### src/blem_pkg.sv
`timescale 1ns / 1ps

package blem_pkg;

  localparam int TimeW  = 32;
  localparam int CodeW  = 10;
  localparam int CountW = 16;
  localparam int CmdW   = 2;
  localparam int RegIdxW = 3;

  localparam logic [CmdW-1:0] CMD_TICK  = 2'd0;
  localparam logic [CmdW-1:0] CMD_START = 2'd1;
  localparam logic [CmdW-1:0] CMD_ABORT = 2'd2;

  localparam logic [RegIdxW-1:0] REG_LOW_THRESHOLD   = 3'd0;
  localparam logic [RegIdxW-1:0] REG_HIGH_THRESHOLD  = 3'd1;
  localparam logic [RegIdxW-1:0] REG_BLUE_ABOVE_RED  = 3'd2;
  localparam logic [RegIdxW-1:0] REG_HALF_PERIOD_US  = 3'd3;
  localparam logic [RegIdxW-1:0] REG_EDGE_TIMEOUT_US = 3'd4;
  localparam logic [RegIdxW-1:0] REG_SESSION_US      = 3'd5;

  localparam logic [TimeW-1:0]  ALL_ONES  = 32'hFFFF_FFFF;
  localparam logic [CountW-1:0] COUNT_MAX = 16'hFFFF;

  typedef enum logic [1:0] {
    KIND_TICK,
    KIND_START,
    KIND_ABORT,
    KIND_NOP
  } kind_t;

  typedef enum logic [1:0] {
    WAIT_NONE = 2'd0,
    WAIT_BLUE = 2'd1,
    WAIT_RED  = 2'd2
  } wait_t;

  typedef struct packed {
    logic [CodeW-1:0] low_threshold;
    logic [CodeW-1:0] high_threshold;
    logic             blue_above_red;
    logic [TimeW-1:0] half_period_us;
    logic [TimeW-1:0] edge_timeout_us;
    logic [TimeW-1:0] session_us;
  } cfg_t;

  typedef struct packed {
    kind_t            kind;
    logic [TimeW-1:0] now_us;
    logic             above_high;
    logic             below_low;
  } item_t;

  typedef struct packed {
    logic              active;
    logic              led_blue;
    logic              session_done;
    logic              captured;
    logic [TimeW-1:0]  delta_us;
    logic [CountW-1:0] count_red_to_blue;
    logic [CountW-1:0] count_blue_to_red;
    logic [CountW-1:0] lost_count;
    logic [TimeW-1:0]  min_us;
    logic [TimeW-1:0]  max_us;
    logic [TimeW-1:0]  sum_red_to_blue_us;
    logic [TimeW-1:0]  sum_blue_to_red_us;
  } result_t;

endpackage

### src/blem_if.sv
`timescale 1ns / 1ps

interface blem_in_if;
  logic        valid;
  logic        ready;
  logic [1:0]  cmd;
  logic [31:0] now_us;
  logic [9:0]  light_code;

  modport source (output valid, output cmd, output now_us, output light_code, input ready);
  modport sink (input valid, input cmd, input now_us, input light_code, output ready);
endinterface

interface blem_out_if;
  logic        valid;
  logic        ready;
  logic        active;
  logic        led_blue;
  logic        session_done;
  logic        captured;
  logic [31:0] delta_us;
  logic [15:0] count_red_to_blue;
  logic [15:0] count_blue_to_red;
  logic [15:0] lost_count;
  logic [31:0] min_us;
  logic [31:0] max_us;
  logic [31:0] sum_red_to_blue_us;
  logic [31:0] sum_blue_to_red_us;

  modport source (
    output valid, input ready,
    output active, output led_blue, output session_done, output captured, output delta_us,
    output count_red_to_blue, output count_blue_to_red, output lost_count,
    output min_us, output max_us, output sum_red_to_blue_us, output sum_blue_to_red_us
  );
  modport sink (
    input valid, output ready,
    input active, input led_blue, input session_done, input captured, input delta_us,
    input count_red_to_blue, input count_blue_to_red, input lost_count,
    input min_us, input max_us, input sum_red_to_blue_us, input sum_blue_to_red_us
  );
endinterface

### src/blink_edge_latency_meter_core.sv
`timescale 1ns / 1ps

// Blink edge latency meter. Each input transaction is a tick, start or abort with a
// microsecond timestamp and a light sample (any other command is a no-op); each one
// yields exactly one result transaction with the session status and the latency
// statistics after it. The block sustains one transaction per clock cycle while the
// output channel takes results: the front decodes the command and compares the sample
// with both thresholds, a small queue of QueueDepth entries follows, and the back
// updates the state and statistics and holds the result in an output register. The user
// must write registers via cfg_we, cfg_index and cfg_data only while idle (unchecked).
module blink_edge_latency_meter_core #(
  parameter int QueueDepth = 2
) (
  input  logic        clk,
  input  logic        rst,
  input  logic        cfg_we,
  input  logic [2:0]  cfg_index,
  input  logic [31:0] cfg_data,
  blem_in_if.sink     in_ch,
  blem_out_if.source  out_ch
);

  blem_pkg::cfg_t  cfg;
  blem_pkg::item_t front_item;
  blem_pkg::item_t back_item;
  logic            push;
  logic            pop;
  logic            full;
  logic            empty;

  always_ff @(posedge clk) begin
    if (rst) begin
      cfg.low_threshold   <= 10'd400;
      cfg.high_threshold  <= 10'd600;
      cfg.blue_above_red  <= 1'b1;
      cfg.half_period_us  <= 32'd250000;
      cfg.edge_timeout_us <= 32'd200000;
      cfg.session_us      <= 32'd30000000;
    end else if (cfg_we) begin
      case (cfg_index)
        blem_pkg::REG_LOW_THRESHOLD:   cfg.low_threshold   <= cfg_data[9:0];
        blem_pkg::REG_HIGH_THRESHOLD:  cfg.high_threshold  <= cfg_data[9:0];
        blem_pkg::REG_BLUE_ABOVE_RED:  cfg.blue_above_red  <= cfg_data[0];
        blem_pkg::REG_HALF_PERIOD_US:  cfg.half_period_us  <= cfg_data;
        blem_pkg::REG_EDGE_TIMEOUT_US: cfg.edge_timeout_us <= cfg_data;
        blem_pkg::REG_SESSION_US:      cfg.session_us      <= cfg_data;
        default: begin
        end
      endcase
    end
  end

  blem_front u_front (
    .in_ch (in_ch),
    .cfg   (cfg),
    .full  (full),
    .push  (push),
    .item  (front_item)
  );

  blem_queue #(
    .Depth (QueueDepth)
  ) u_queue (
    .clk      (clk),
    .rst      (rst),
    .push     (push),
    .item_in  (front_item),
    .full     (full),
    .pop      (pop),
    .item_out (back_item),
    .empty    (empty)
  );

  blem_back u_back (
    .clk    (clk),
    .rst    (rst),
    .cfg    (cfg),
    .item   (back_item),
    .empty  (empty),
    .pop    (pop),
    .out_ch (out_ch)
  );

endmodule

### src/blem_front.sv
`timescale 1ns / 1ps

module blem_front (
  blem_in_if.sink        in_ch,
  input  blem_pkg::cfg_t cfg,
  input  logic           full,
  output logic           push,
  output blem_pkg::item_t item
);

  assign in_ch.ready = !full;
  assign push        = in_ch.valid && !full;

  // The threshold compares do not depend on block state, so they are done here.
  always_comb begin
    unique case (in_ch.cmd)
      blem_pkg::CMD_TICK:  item.kind = blem_pkg::KIND_TICK;
      blem_pkg::CMD_START: item.kind = blem_pkg::KIND_START;
      blem_pkg::CMD_ABORT: item.kind = blem_pkg::KIND_ABORT;
      default:             item.kind = blem_pkg::KIND_NOP;
    endcase
    item.now_us     = in_ch.now_us;
    item.above_high = in_ch.light_code > cfg.high_threshold;
    item.below_low  = in_ch.light_code < cfg.low_threshold;
  end

endmodule

### src/blem_queue.sv
`timescale 1ns / 1ps

module blem_queue #(
  parameter int Depth = 2
) (
  input  logic            clk,
  input  logic            rst,
  input  logic            push,
  input  blem_pkg::item_t item_in,
  output logic            full,
  input  logic            pop,
  output blem_pkg::item_t item_out,
  output logic            empty
);

  localparam int PtrW = (Depth > 1) ? $clog2(Depth) : 1;
  localparam int CntW = $clog2(Depth + 1);
  localparam logic [PtrW-1:0] LastPtr = PtrW'(Depth - 1);
  localparam logic [CntW-1:0] FullCnt = CntW'(Depth);

  blem_pkg::item_t entries [Depth];
  logic [PtrW-1:0] wr_ptr;
  logic [PtrW-1:0] rd_ptr;
  logic [CntW-1:0] count;

  assign full     = (count == FullCnt);
  assign empty    = (count == '0);
  assign item_out = entries[rd_ptr];

  always_ff @(posedge clk) begin
    if (push) begin
      entries[wr_ptr] <= item_in;
    end
  end

  always_ff @(posedge clk) begin
    if (rst) begin
      wr_ptr <= '0;
      rd_ptr <= '0;
      count  <= '0;
    end else begin
      if (push) begin
        wr_ptr <= (wr_ptr == LastPtr) ? '0 : wr_ptr + 1'b1;
      end
      if (pop) begin
        rd_ptr <= (rd_ptr == LastPtr) ? '0 : rd_ptr + 1'b1;
      end
      if (push && !pop) begin
        count <= count + 1'b1;
      end else if (pop && !push) begin
        count <= count - 1'b1;
      end
    end
  end

endmodule

### src/blem_back.sv
`timescale 1ns / 1ps

module blem_back (
  input  logic            clk,
  input  logic            rst,
  input  blem_pkg::cfg_t  cfg,
  input  blem_pkg::item_t item,
  input  logic            empty,
  output logic            pop,
  blem_out_if.source      out_ch
);

  logic                                running, running_next;
  logic                                color_blue, color_blue_next;
  blem_pkg::wait_t                     wait_kind, wait_kind_next;
  logic [blem_pkg::TimeW-1:0]          start_time, start_time_next;
  logic [blem_pkg::TimeW-1:0]          toggle_time, toggle_time_next;
  logic [blem_pkg::TimeW-1:0]          edge_time, edge_time_next;
  logic [blem_pkg::CountW-1:0]         cnt_rb, cnt_rb_next;
  logic [blem_pkg::CountW-1:0]         cnt_br, cnt_br_next;
  logic [blem_pkg::TimeW-1:0]          sum_rb, sum_rb_next;
  logic [blem_pkg::TimeW-1:0]          sum_br, sum_br_next;
  logic [blem_pkg::TimeW-1:0]          min_all, min_all_next;
  logic [blem_pkg::TimeW-1:0]          max_all, max_all_next;
  logic [blem_pkg::CountW-1:0]         lost_total, lost_total_next;
  logic                                out_valid;
  blem_pkg::result_t                   res, res_next;

  logic                                take;
  logic [blem_pkg::TimeW-1:0]          sess_elapsed;
  logic [blem_pkg::TimeW-1:0]          tog_elapsed;
  logic [blem_pkg::TimeW-1:0]          delta;
  logic                                to_blue;
  logic                                rising;
  logic                                crossed;
  logic                                done;
  logic                                cap;
  logic                                any_rec;

  assign take = !empty && (!out_valid || out_ch.ready);
  assign pop  = take;

  assign sess_elapsed = item.now_us - start_time;
  assign tog_elapsed  = item.now_us - toggle_time;
  assign delta        = item.now_us - edge_time;
  assign to_blue      = (wait_kind == blem_pkg::WAIT_BLUE);
  assign rising       = cfg.blue_above_red ? to_blue : !to_blue;
  assign crossed      = rising ? item.above_high : item.below_low;

  always_comb begin
    running_next     = running;
    color_blue_next  = color_blue;
    wait_kind_next   = wait_kind;
    start_time_next  = start_time;
    toggle_time_next = toggle_time;
    edge_time_next   = edge_time;
    cnt_rb_next      = cnt_rb;
    cnt_br_next      = cnt_br;
    sum_rb_next      = sum_rb;
    sum_br_next      = sum_br;
    min_all_next     = min_all;
    max_all_next     = max_all;
    lost_total_next  = lost_total;
    done             = 1'b0;
    cap              = 1'b0;

    unique case (item.kind)
      blem_pkg::KIND_START: begin
        running_next     = 1'b1;
        color_blue_next  = 1'b0;
        wait_kind_next   = blem_pkg::WAIT_NONE;
        start_time_next  = item.now_us;
        toggle_time_next = item.now_us;
        cnt_rb_next      = '0;
        cnt_br_next      = '0;
        sum_rb_next      = '0;
        sum_br_next      = '0;
        min_all_next     = blem_pkg::ALL_ONES;
        max_all_next     = '0;
        lost_total_next  = '0;
      end
      blem_pkg::KIND_ABORT: begin
        running_next   = 1'b0;
        wait_kind_next = blem_pkg::WAIT_NONE;
      end
      blem_pkg::KIND_TICK: begin
        if (running) begin
          if (sess_elapsed >= cfg.session_us) begin
            running_next   = 1'b0;
            wait_kind_next = blem_pkg::WAIT_NONE;
            done           = 1'b1;
          end else begin
            if (wait_kind != blem_pkg::WAIT_NONE) begin
              if (crossed) begin
                cap            = 1'b1;
                wait_kind_next = blem_pkg::WAIT_NONE;
                if (to_blue) begin
                  if (cnt_rb != blem_pkg::COUNT_MAX) begin
                    cnt_rb_next = cnt_rb + 1'b1;
                  end
                  sum_rb_next = sum_rb + delta;
                end else begin
                  if (cnt_br != blem_pkg::COUNT_MAX) begin
                    cnt_br_next = cnt_br + 1'b1;
                  end
                  sum_br_next = sum_br + delta;
                end
                if (delta < min_all) begin
                  min_all_next = delta;
                end
                if (delta > max_all) begin
                  max_all_next = delta;
                end
              end else if (delta > cfg.edge_timeout_us) begin
                wait_kind_next = blem_pkg::WAIT_NONE;
                if (lost_total != blem_pkg::COUNT_MAX) begin
                  lost_total_next = lost_total + 1'b1;
                end
              end
            end
            if (tog_elapsed >= cfg.half_period_us) begin
              toggle_time_next = item.now_us;
              edge_time_next   = item.now_us;
              color_blue_next  = !color_blue;
              wait_kind_next   = color_blue ? blem_pkg::WAIT_RED : blem_pkg::WAIT_BLUE;
            end
          end
        end
      end
      blem_pkg::KIND_NOP: begin
      end
      default: begin
      end
    endcase

    any_rec = (cnt_rb_next != '0) || (cnt_br_next != '0);

    res_next.active             = running_next;
    res_next.led_blue           = running_next && color_blue_next;
    res_next.session_done       = done;
    res_next.captured           = cap;
    res_next.delta_us           = cap ? delta : '0;
    res_next.count_red_to_blue  = cnt_rb_next;
    res_next.count_blue_to_red  = cnt_br_next;
    res_next.lost_count         = lost_total_next;
    res_next.min_us             = any_rec ? min_all_next : '0;
    res_next.max_us             = any_rec ? max_all_next : '0;
    res_next.sum_red_to_blue_us = sum_rb_next;
    res_next.sum_blue_to_red_us = sum_br_next;
  end

  always_ff @(posedge clk) begin
    if (rst) begin
      running     <= 1'b0;
      color_blue  <= 1'b0;
      wait_kind   <= blem_pkg::WAIT_NONE;
      start_time  <= '0;
      toggle_time <= '0;
      edge_time   <= '0;
      cnt_rb      <= '0;
      cnt_br      <= '0;
      sum_rb      <= '0;
      sum_br      <= '0;
      min_all     <= blem_pkg::ALL_ONES;
      max_all     <= '0;
      lost_total  <= '0;
      out_valid   <= 1'b0;
    end else begin
      if (take) begin
        running     <= running_next;
        color_blue  <= color_blue_next;
        wait_kind   <= wait_kind_next;
        start_time  <= start_time_next;
        toggle_time <= toggle_time_next;
        edge_time   <= edge_time_next;
        cnt_rb      <= cnt_rb_next;
        cnt_br      <= cnt_br_next;
        sum_rb      <= sum_rb_next;
        sum_br      <= sum_br_next;
        min_all     <= min_all_next;
        max_all     <= max_all_next;
        lost_total  <= lost_total_next;
      end
      out_valid <= take || (out_valid && !out_ch.ready);
    end
  end

  always_ff @(posedge clk) begin
    if (take) begin
      res <= res_next;
    end
  end

  assign out_ch.valid              = out_valid;
  assign out_ch.active             = res.active;
  assign out_ch.led_blue           = res.led_blue;
  assign out_ch.session_done       = res.session_done;
  assign out_ch.captured           = res.captured;
  assign out_ch.delta_us           = res.delta_us;
  assign out_ch.count_red_to_blue  = res.count_red_to_blue;
  assign out_ch.count_blue_to_red  = res.count_blue_to_red;
  assign out_ch.lost_count         = res.lost_count;
  assign out_ch.min_us             = res.min_us;
  assign out_ch.max_us             = res.max_us;
  assign out_ch.sum_red_to_blue_us = res.sum_red_to_blue_us;
  assign out_ch.sum_blue_to_red_us = res.sum_blue_to_red_us;

endmodule
### src/flat_wrapper.sv
// flat-port wrapper written by rule: the top's interface ports become plain ports
module blink_edge_latency_meter_core_flat 
#(
  parameter int QueueDepth = 2
)
  (clk, rst, cfg_we, cfg_index, cfg_data, in_ch_valid, in_ch_cmd, in_ch_now_us, in_ch_light_code, in_ch_ready, out_ch_valid, out_ch_ready, out_ch_active, out_ch_led_blue, out_ch_session_done, out_ch_captured, out_ch_delta_us, out_ch_count_red_to_blue, out_ch_count_blue_to_red, out_ch_lost_count, out_ch_min_us, out_ch_max_us, out_ch_sum_red_to_blue_us, out_ch_sum_blue_to_red_us);
  blem_in_if in_ch_i ();
  blem_out_if out_ch_i ();
  input  logic clk;
  input  logic rst;
  input  logic cfg_we;
  input  logic [2:0] cfg_index;
  input  logic [31:0] cfg_data;
  input wire logic [$bits(in_ch_i.valid)-1:0] in_ch_valid;
  input wire logic [$bits(in_ch_i.cmd)-1:0] in_ch_cmd;
  input wire logic [$bits(in_ch_i.now_us)-1:0] in_ch_now_us;
  input wire logic [$bits(in_ch_i.light_code)-1:0] in_ch_light_code;
  output wire logic [$bits(in_ch_i.ready)-1:0] in_ch_ready;
  output wire logic [$bits(out_ch_i.valid)-1:0] out_ch_valid;
  input wire logic [$bits(out_ch_i.ready)-1:0] out_ch_ready;
  output wire logic [$bits(out_ch_i.active)-1:0] out_ch_active;
  output wire logic [$bits(out_ch_i.led_blue)-1:0] out_ch_led_blue;
  output wire logic [$bits(out_ch_i.session_done)-1:0] out_ch_session_done;
  output wire logic [$bits(out_ch_i.captured)-1:0] out_ch_captured;
  output wire logic [$bits(out_ch_i.delta_us)-1:0] out_ch_delta_us;
  output wire logic [$bits(out_ch_i.count_red_to_blue)-1:0] out_ch_count_red_to_blue;
  output wire logic [$bits(out_ch_i.count_blue_to_red)-1:0] out_ch_count_blue_to_red;
  output wire logic [$bits(out_ch_i.lost_count)-1:0] out_ch_lost_count;
  output wire logic [$bits(out_ch_i.min_us)-1:0] out_ch_min_us;
  output wire logic [$bits(out_ch_i.max_us)-1:0] out_ch_max_us;
  output wire logic [$bits(out_ch_i.sum_red_to_blue_us)-1:0] out_ch_sum_red_to_blue_us;
  output wire logic [$bits(out_ch_i.sum_blue_to_red_us)-1:0] out_ch_sum_blue_to_red_us;
  assign in_ch_i.valid = in_ch_valid;
  assign in_ch_i.cmd = in_ch_cmd;
  assign in_ch_i.now_us = in_ch_now_us;
  assign in_ch_i.light_code = in_ch_light_code;
  assign in_ch_ready = in_ch_i.ready;
  assign out_ch_valid = out_ch_i.valid;
  assign out_ch_i.ready = out_ch_ready;
  assign out_ch_active = out_ch_i.active;
  assign out_ch_led_blue = out_ch_i.led_blue;
  assign out_ch_session_done = out_ch_i.session_done;
  assign out_ch_captured = out_ch_i.captured;
  assign out_ch_delta_us = out_ch_i.delta_us;
  assign out_ch_count_red_to_blue = out_ch_i.count_red_to_blue;
  assign out_ch_count_blue_to_red = out_ch_i.count_blue_to_red;
  assign out_ch_lost_count = out_ch_i.lost_count;
  assign out_ch_min_us = out_ch_i.min_us;
  assign out_ch_max_us = out_ch_i.max_us;
  assign out_ch_sum_red_to_blue_us = out_ch_i.sum_red_to_blue_us;
  assign out_ch_sum_blue_to_red_us = out_ch_i.sum_blue_to_red_us;
  blink_edge_latency_meter_core #(.QueueDepth(QueueDepth)) u_core (.clk(clk), .rst(rst), .cfg_we(cfg_we), .cfg_index(cfg_index), .cfg_data(cfg_data), .in_ch(in_ch_i), .out_ch(out_ch_i));
endmodule
### config.mk
export PLATFORM = sky130hd
export DESIGN_NAME = blink_edge_latency_meter_core_flat
export DESIGN_NICKNAME = d
export VERILOG_FILES = /design/src/blem_pkg.sv /design/src/blem_if.sv /design/src/blink_edge_latency_meter_core.sv /design/src/blem_front.sv /design/src/blem_queue.sv /design/src/blem_back.sv /design/src/flat_wrapper.sv
export SDC_FILE = /design/constraint.sdc
export NUM_CORES = 2
export LEC_CHECK = 0
export ABC_AREA = 1
export ABC_CLOCK_PERIOD_IN_PS = 7420
export BUFFER_PORTS_ARGS = -buffer_cell sky130_fd_sc_hd__buf_2
export CAP_MARGIN = 30
export CORE_MARGIN = 2
export CORE_UTILIZATION = 26
export CTS_CLUSTER_DIAMETER = 30
export DETAILED_ROUTE_END_ITERATION = 10
export GPL_TIMING_DRIVEN = 0
export PLACE_DENSITY = 0.48
export SYNTH_ARGS = -nofsm -noshare
export SYNTH_HDL_FRONTEND = slang
export SYNTH_SLANG_ARGS = --single-unit
### constraint.sdc
create_clock -name clk -period 7.42 [get_ports clk]
set_input_delay 0.371 -clock clk [delete_from_list [all_inputs] [get_ports clk]]
set_output_delay 0.371 -clock clk [all_outputs]
set_load 0.02 [all_outputs]
# Word level (Yosys, flattened, before mapping)
# Memory sizes are Yosys's and may differ from the RTL's. A register that Yosys moved wholly into a read port is not among the register bits.
# Cells that the tools add are included.
# word_totals
reg_bits,610
ram_bits,72
mem_count,1
# classes
add_sub_neg,12
magnitude_cmp,7
eq_ne,19
n_mux,81
bitwise_logic,1
n_reduce_logical,39
# mem_list
name,words,word_bits,rd,rd_ports_with_merged_regs,write_ports,line,text
u_core.u_queue.entries,2,36,1,1,1,blem_queue.sv:21,blem_pkg::item_t entries [Depth];
# op_table
op,n
two-way mux 32 bit,23
one-hot mux 32 bit (2 select lines),5
two-way mux 16 bit,18
one-hot mux 16 bit (2 select lines),3
subtractor 32 bit,3
adder 32 bit,2
>= comparator 32 bit,2
greater-than comparator 32 bit,2
"adder 16 x 1 -> 16 bit, second input constant",3
"!= test 16 bit, second input constant",3
less-than comparator 32 bit,1
nonzero test 16 bit,2
two-way mux 1 bit,19
two-way mux 2 bit,9
AND reduction 2 bit,8
AND reduction 5 bit,3
greater-than comparator 10 bit,1
less-than comparator 10 bit,1
zero test 1 bit,8
nonzero test 2 bit,4
"equality test 2 x 1 -> 1 bit, second input constant",3
"equality test 2 bit, second input constant",3
"equality test 3 x 2 -> 1 bit, second input constant",2
"equality test 3 bit, second input constant",2
other kinds (17),29

# Logic depth before layout (Yosys ltp)
# depth
word_depth,11
depth_mapped,41
depth_no_buf,39

# Modules after synthesis
# Synthesis repeated with hierarchy kept, for this count alone.
# unflattened
cells_unflattened,5620
area_unflattened_um2,42703.5
# by_module_without_submodules
mod,n_inst,cells_each,area_per_inst_um2,seq_area_each_um2
blem_back,1,4700,34370.5,11911.4
blink_edge_latency_meter_core,1,648,4554.4,2342.2
blem_queue,1,145,2977.9,2262.2
blem_front,1,127,800.8,0.0

# Least setup slack after synthesis
# No wires, ideal clock.
# synth_path
kind,reg-to-reg
start,"register u_core.u_back.out_valid, in the netlist u_core.u_back.out_ch.valid"
end,register u_core.u_back.cnt_br[11] (netlist name)
setup_ns,0.396
arrival_ns,7.249
required_time_ns,7.024
slack_ns,-0.225
path_stages_with_launch,7
path_buffers,2
period_less_slack_ns,7.645
cell_sequence,dfxtp_1 nand2_1 o21ai_1 clkinv_1 clkbuf_1 clkbuf_1 a21oi_1
# synth_via
elab_chain_cells,3
# synth_rtl
element,line,text
start: declaration,blem_back.sv:26,logic out_valid;
start signal: assignment,blem_back.sv:184,out_valid <= take || (out_valid && !out_ch.ready);
zero test 1 bit,blem_back.sv:40,assign take = !empty && (!out_valid || out_ch.ready);
logical OR 1 bit,blem_back.sv:40,
logical AND 1 bit,blem_back.sv:40,
named net u_core.pop,blink_edge_latency_meter_core.sv:27,logic pop;
end signal: assignment,blem_back.sv:177,cnt_br <= cnt_br_next;
end: declaration,blem_back.sv:20,"logic [blem_pkg::CountW-1:0] cnt_br, cnt_br_next;"
# The timed path passes the listed nets, and every way through them passes these cells.
# A chain may end at the register's enable or synchronous reset.

==> metrics.md <==
| Metric | Value |
|---|---|
| Outcome | finished, final reports clean |
| Die H | roughly 400 um |
| Die width | between 400 and 500 um |
| Max reg flops | 117 |
| Post-route ant nets | 0 |
| H-tree levels | 4 |
| Unrepaired setup endpoints after global routing | no |
| Top cell type by total area after synthesis | edfxtp_1 |
| Layout cells sized above 1 | roughly 13% |
| Filler Cell Count | 16,720 |
| Worst-Margin Slew | 1073 ps |
| Largest net degree at the start of global routing | slightly above 100 |
| Final WS setup | ~250 ps |
| Synth Net Count | slightly below 6,000 |
| Register bank with the most flops | u_core.cfg |
| Xor/xnor share of the synthesized area | ~3% |
| Die ar. | approximately 0.16 sq mm |
| Hold Vio Cnt, Final | 0 |
| First-pass GRT wire length | approximately 250 mm |
| Final slew viol count | 0 |
| CTS Sinks | just under 700 |
| # port buffers | ~300 |
| Vias in the first global route | a little under 40,000 |
| Period utilisation layout | 96.64% |
| Crit path required time | between 7000 and 8000 ps |
| Rows | roughly 150 |
| Sequential fraction of the synthesis area | 40.00% |
| Gp weighted congestion | around 0.92 |
| Mux share of post-synthesis cell area | 0% |
| Met2 Track Usage GR | 34.12% |
| HPWL Detailed | 134.8 mm |
| CTS clk-pin slew, worst paths | about 50 ps |
| Skew-Pair Late Insertion Delay | roughly 840 ps |
| TritonCTS buffer count | roughly 200 |
| Final wirelength | 173.6 mm |
| TritonCTS clock tree | done |
| Largest registers | u_core.cfg: 117 flops, u_core.u_queue.entries: 72 flops |
| Flop and latch count out of synthesis | 683 |
| Crit path max fanout | 10 |
| # IOs | 298 |
| Place WS | -518.4 ps |
| Initial antenna violation count | 20 |
| Gate count of the mapped netlist | around 5,400 |
| Main area contributors after synthesis | edfxtp_1, dfxtp_1, ha_1 |
| Crit-path slowest cell | o21ai_0 |
| Worst path max stage delay | roughly 460 ps |
| Nets | about 6,500 |
| Kind of critical path | flip-flop to flip-flop |
| Post-synth ARST share | 0% |
| Drt pass-1 iters | 7 |
| Initial Util | between 20% and 30% |
| Final min period | between 7000 and 8000 ps |
| Vias | about 40,000 |
| Total gr overflow | 0 |
| Post-Synth Adder-Cell Area | about a tenth |
| M3 GR Usage | 4.441% |
| Yosys cell types | 56 |
| Longest Clk Path Bufs | 3 |
| DR iter-0 viols | approximately 3,000 |
| GRT busiest layer | met2 |
| Syn_area_per_cell | roughly 7.6 sq um |
| Area fraction in compound gates after synthesis | 19.12% |
| Worst Hold Class | input port to flip-flop |
| Drc violations | 0 |
| Vias per inst | a little under 5 |
| Avg WL per Cell | about 21 um |
| Max-cap viol count | 0 |
| Post-synth EDFFs | between 200 and 300 |
| Endpoint class of the critical path | flip-flop |
| Endpoints failing setup | 0 |
| Ys Warns | 0 |
| Syn-to-layout area delta | 30.33% |
| Synth Cell Area | between 0.04 and 0.05 sq mm |
| Top FF cell, synth | dfxtp_1 |
| CP Launch Type | flip-flop |
| CTS root buffer | clkbuf_16 |
| Met1 usage | between 20 and 30% |
| Worst Clk Skew | 93.65 ps |
| Share of the synthesized area in the top cell type | 20.65% |
| WP data arrival | ~7700 ps |
| Fmax | around 0.14 GHz |
| Tot GR Track Use | a little over a fifth |
| Slew headroom | about 28% |
| Largest family of logic cells by synthesized area | compound AO/OA/AOI/OAI gates |
| Simple-Gate Fraction of Synth Area | 17.55% |
| Core Box Area | ~0.16 sq mm |
==> metrics by stage <==
| step | instance area [sq um] | utilization (%) | hold WS (ps) | std cells | setup TNS, ps |
|---|---|---|---|---|---|
| CTS | 53620 | 33.93 | 63.95 | 8261 | 0 |
| global placement | 45360 | 28.70 | 441.3 | 7798 | -27520 |
| floorplan | 41290 | - | 425.7 | 5432 | 0 |
| finish | 53810 | 34.06 | 107.9 | 8276 | 0 |
| detailed placement | 46010 | 29.11 | 444.1 | 7824 | -27880 |
| global route | 53800 | 34.05 | 134.5 | 8271 | 0 |
==> cell type report <==
| type | count | area [sq um] | area share, % |
|---|---|---|---|
| multi-input cells | 3696 | 21010 | 39.05 |
| flip-flops and latches | 683 | 16520 | 30.69 |
| clock buffers | 262 | 5445 | 10.12 |
| inverters | 846 | 3186 | 5.920 |
| repair buffers | 399 | 2704 | 5.025 |
| well taps | 2072 | 2592 | 4.818 |
| clock inverters | 106 | 1458 | 2.709 |
| plain buffers | 207 | 887.1 | 1.648 |
| diodes | 5 | 12.51 | 0.02325 |
==> cell usage after synthesis (6+ instances only) <==
cell      count
nand3_1     268
dfxtp_1     399
nor2_2       13
a31oi_1      25
buf_6         8
o211ai_1     38
or2_2         6
xor2_1       95
o21a_1       17
o21ai_1      15
inv_2         6
o21ai_0     610
a211oi_1     11
edfxtp_1    284
clkbuf_1    175
o21bai_1     16
nand4_1      59
nor2_1      402
a21o_1       19
buf_2        11
a221oi_1      6
xnor2_1      46
a21boi_0      9
nand2_1     883
a21oi_1     698
a31o_2        6
buf_1         8
ha_1        340
nor3_1       43
inv_1       836
nor4_1       17
==> path summary, 6_finish.rpt <==
kind | depth (start not counted) | slack [ps] | startpoint | end
worst max-delay path | 32 | 250 | flip-flop | u_core.u_back.out_ch.min_us[7]
worst min-delay path | 3 | 110 | cfg_index[1] | u_core.cfg[96]
worst max register to register | 32 | 250 | flip-flop | u_core.u_back.out_ch.min_us[7]
worst min register to register | 2 | 450 | u_core.cfg[102] | u_core.cfg[102]
==> worst max-delay path, delay by kind of cell (launching register included) <==
kind	cells	cell delay, ps
and+or+nand+nor	13	2290
adders and majority gates	2	510
DFF	1	390
xor gates and xnor gates	1	250
AOI/OAI and AO/OA	11	2220
buffers and inverters	5	1140
==> layer usage <==
metal	routed length [um]	up-vias
met5	96	-
met4	6938	10
met3	10930	297
met2	79600	1257
met1	76080	18780
li1	-	19500
==> logic make-up (layout without fill, tap and decap cells) <==
family	after synthesis	count (layout)
flip-flops	683	683
AND/OR/NAND/NOR	1719	1719
XOR/XNOR	141	141
other	0	5
AO/OA/AOI/OAI	1491	1491
adder cells (fa/ha/maj)	345	345
buffers and inverters	1053	1820
==> layout by cell type, fill, tap and decap left out, types with 26 or more instances in the layout <==
master	instances
ha_1	339
dfxtp_1	399
edfxtp_1	284
dlygate4sd3_1	65
clkbuf_8	26
nand2_1	879
clkinv_2	28
xor2_1	79
a21oi_1	697
clkbuf_16	198
xnor2_1	45
o21ai_0	606
nor3_1	43
nand4_1	59
o211ai_1	38
clkbuf_1	211
nor2_1	389
buf_2	303
nand3_1	266
inv_1	834
==> timing repair <==
action,4_1_cts,5_1_grt
hold buffers,65,0
setup buffers,4,7
gates cloned,0,0
gates resized for setup,9,32
pin swaps,2,1
endpoints found under the setup margin,96,158
hold endpoints to repair,149,0
Power is left out: the tool's default activity adds up to more than one toggle a clock period on the data nets, which glitch-free logic cannot reach.
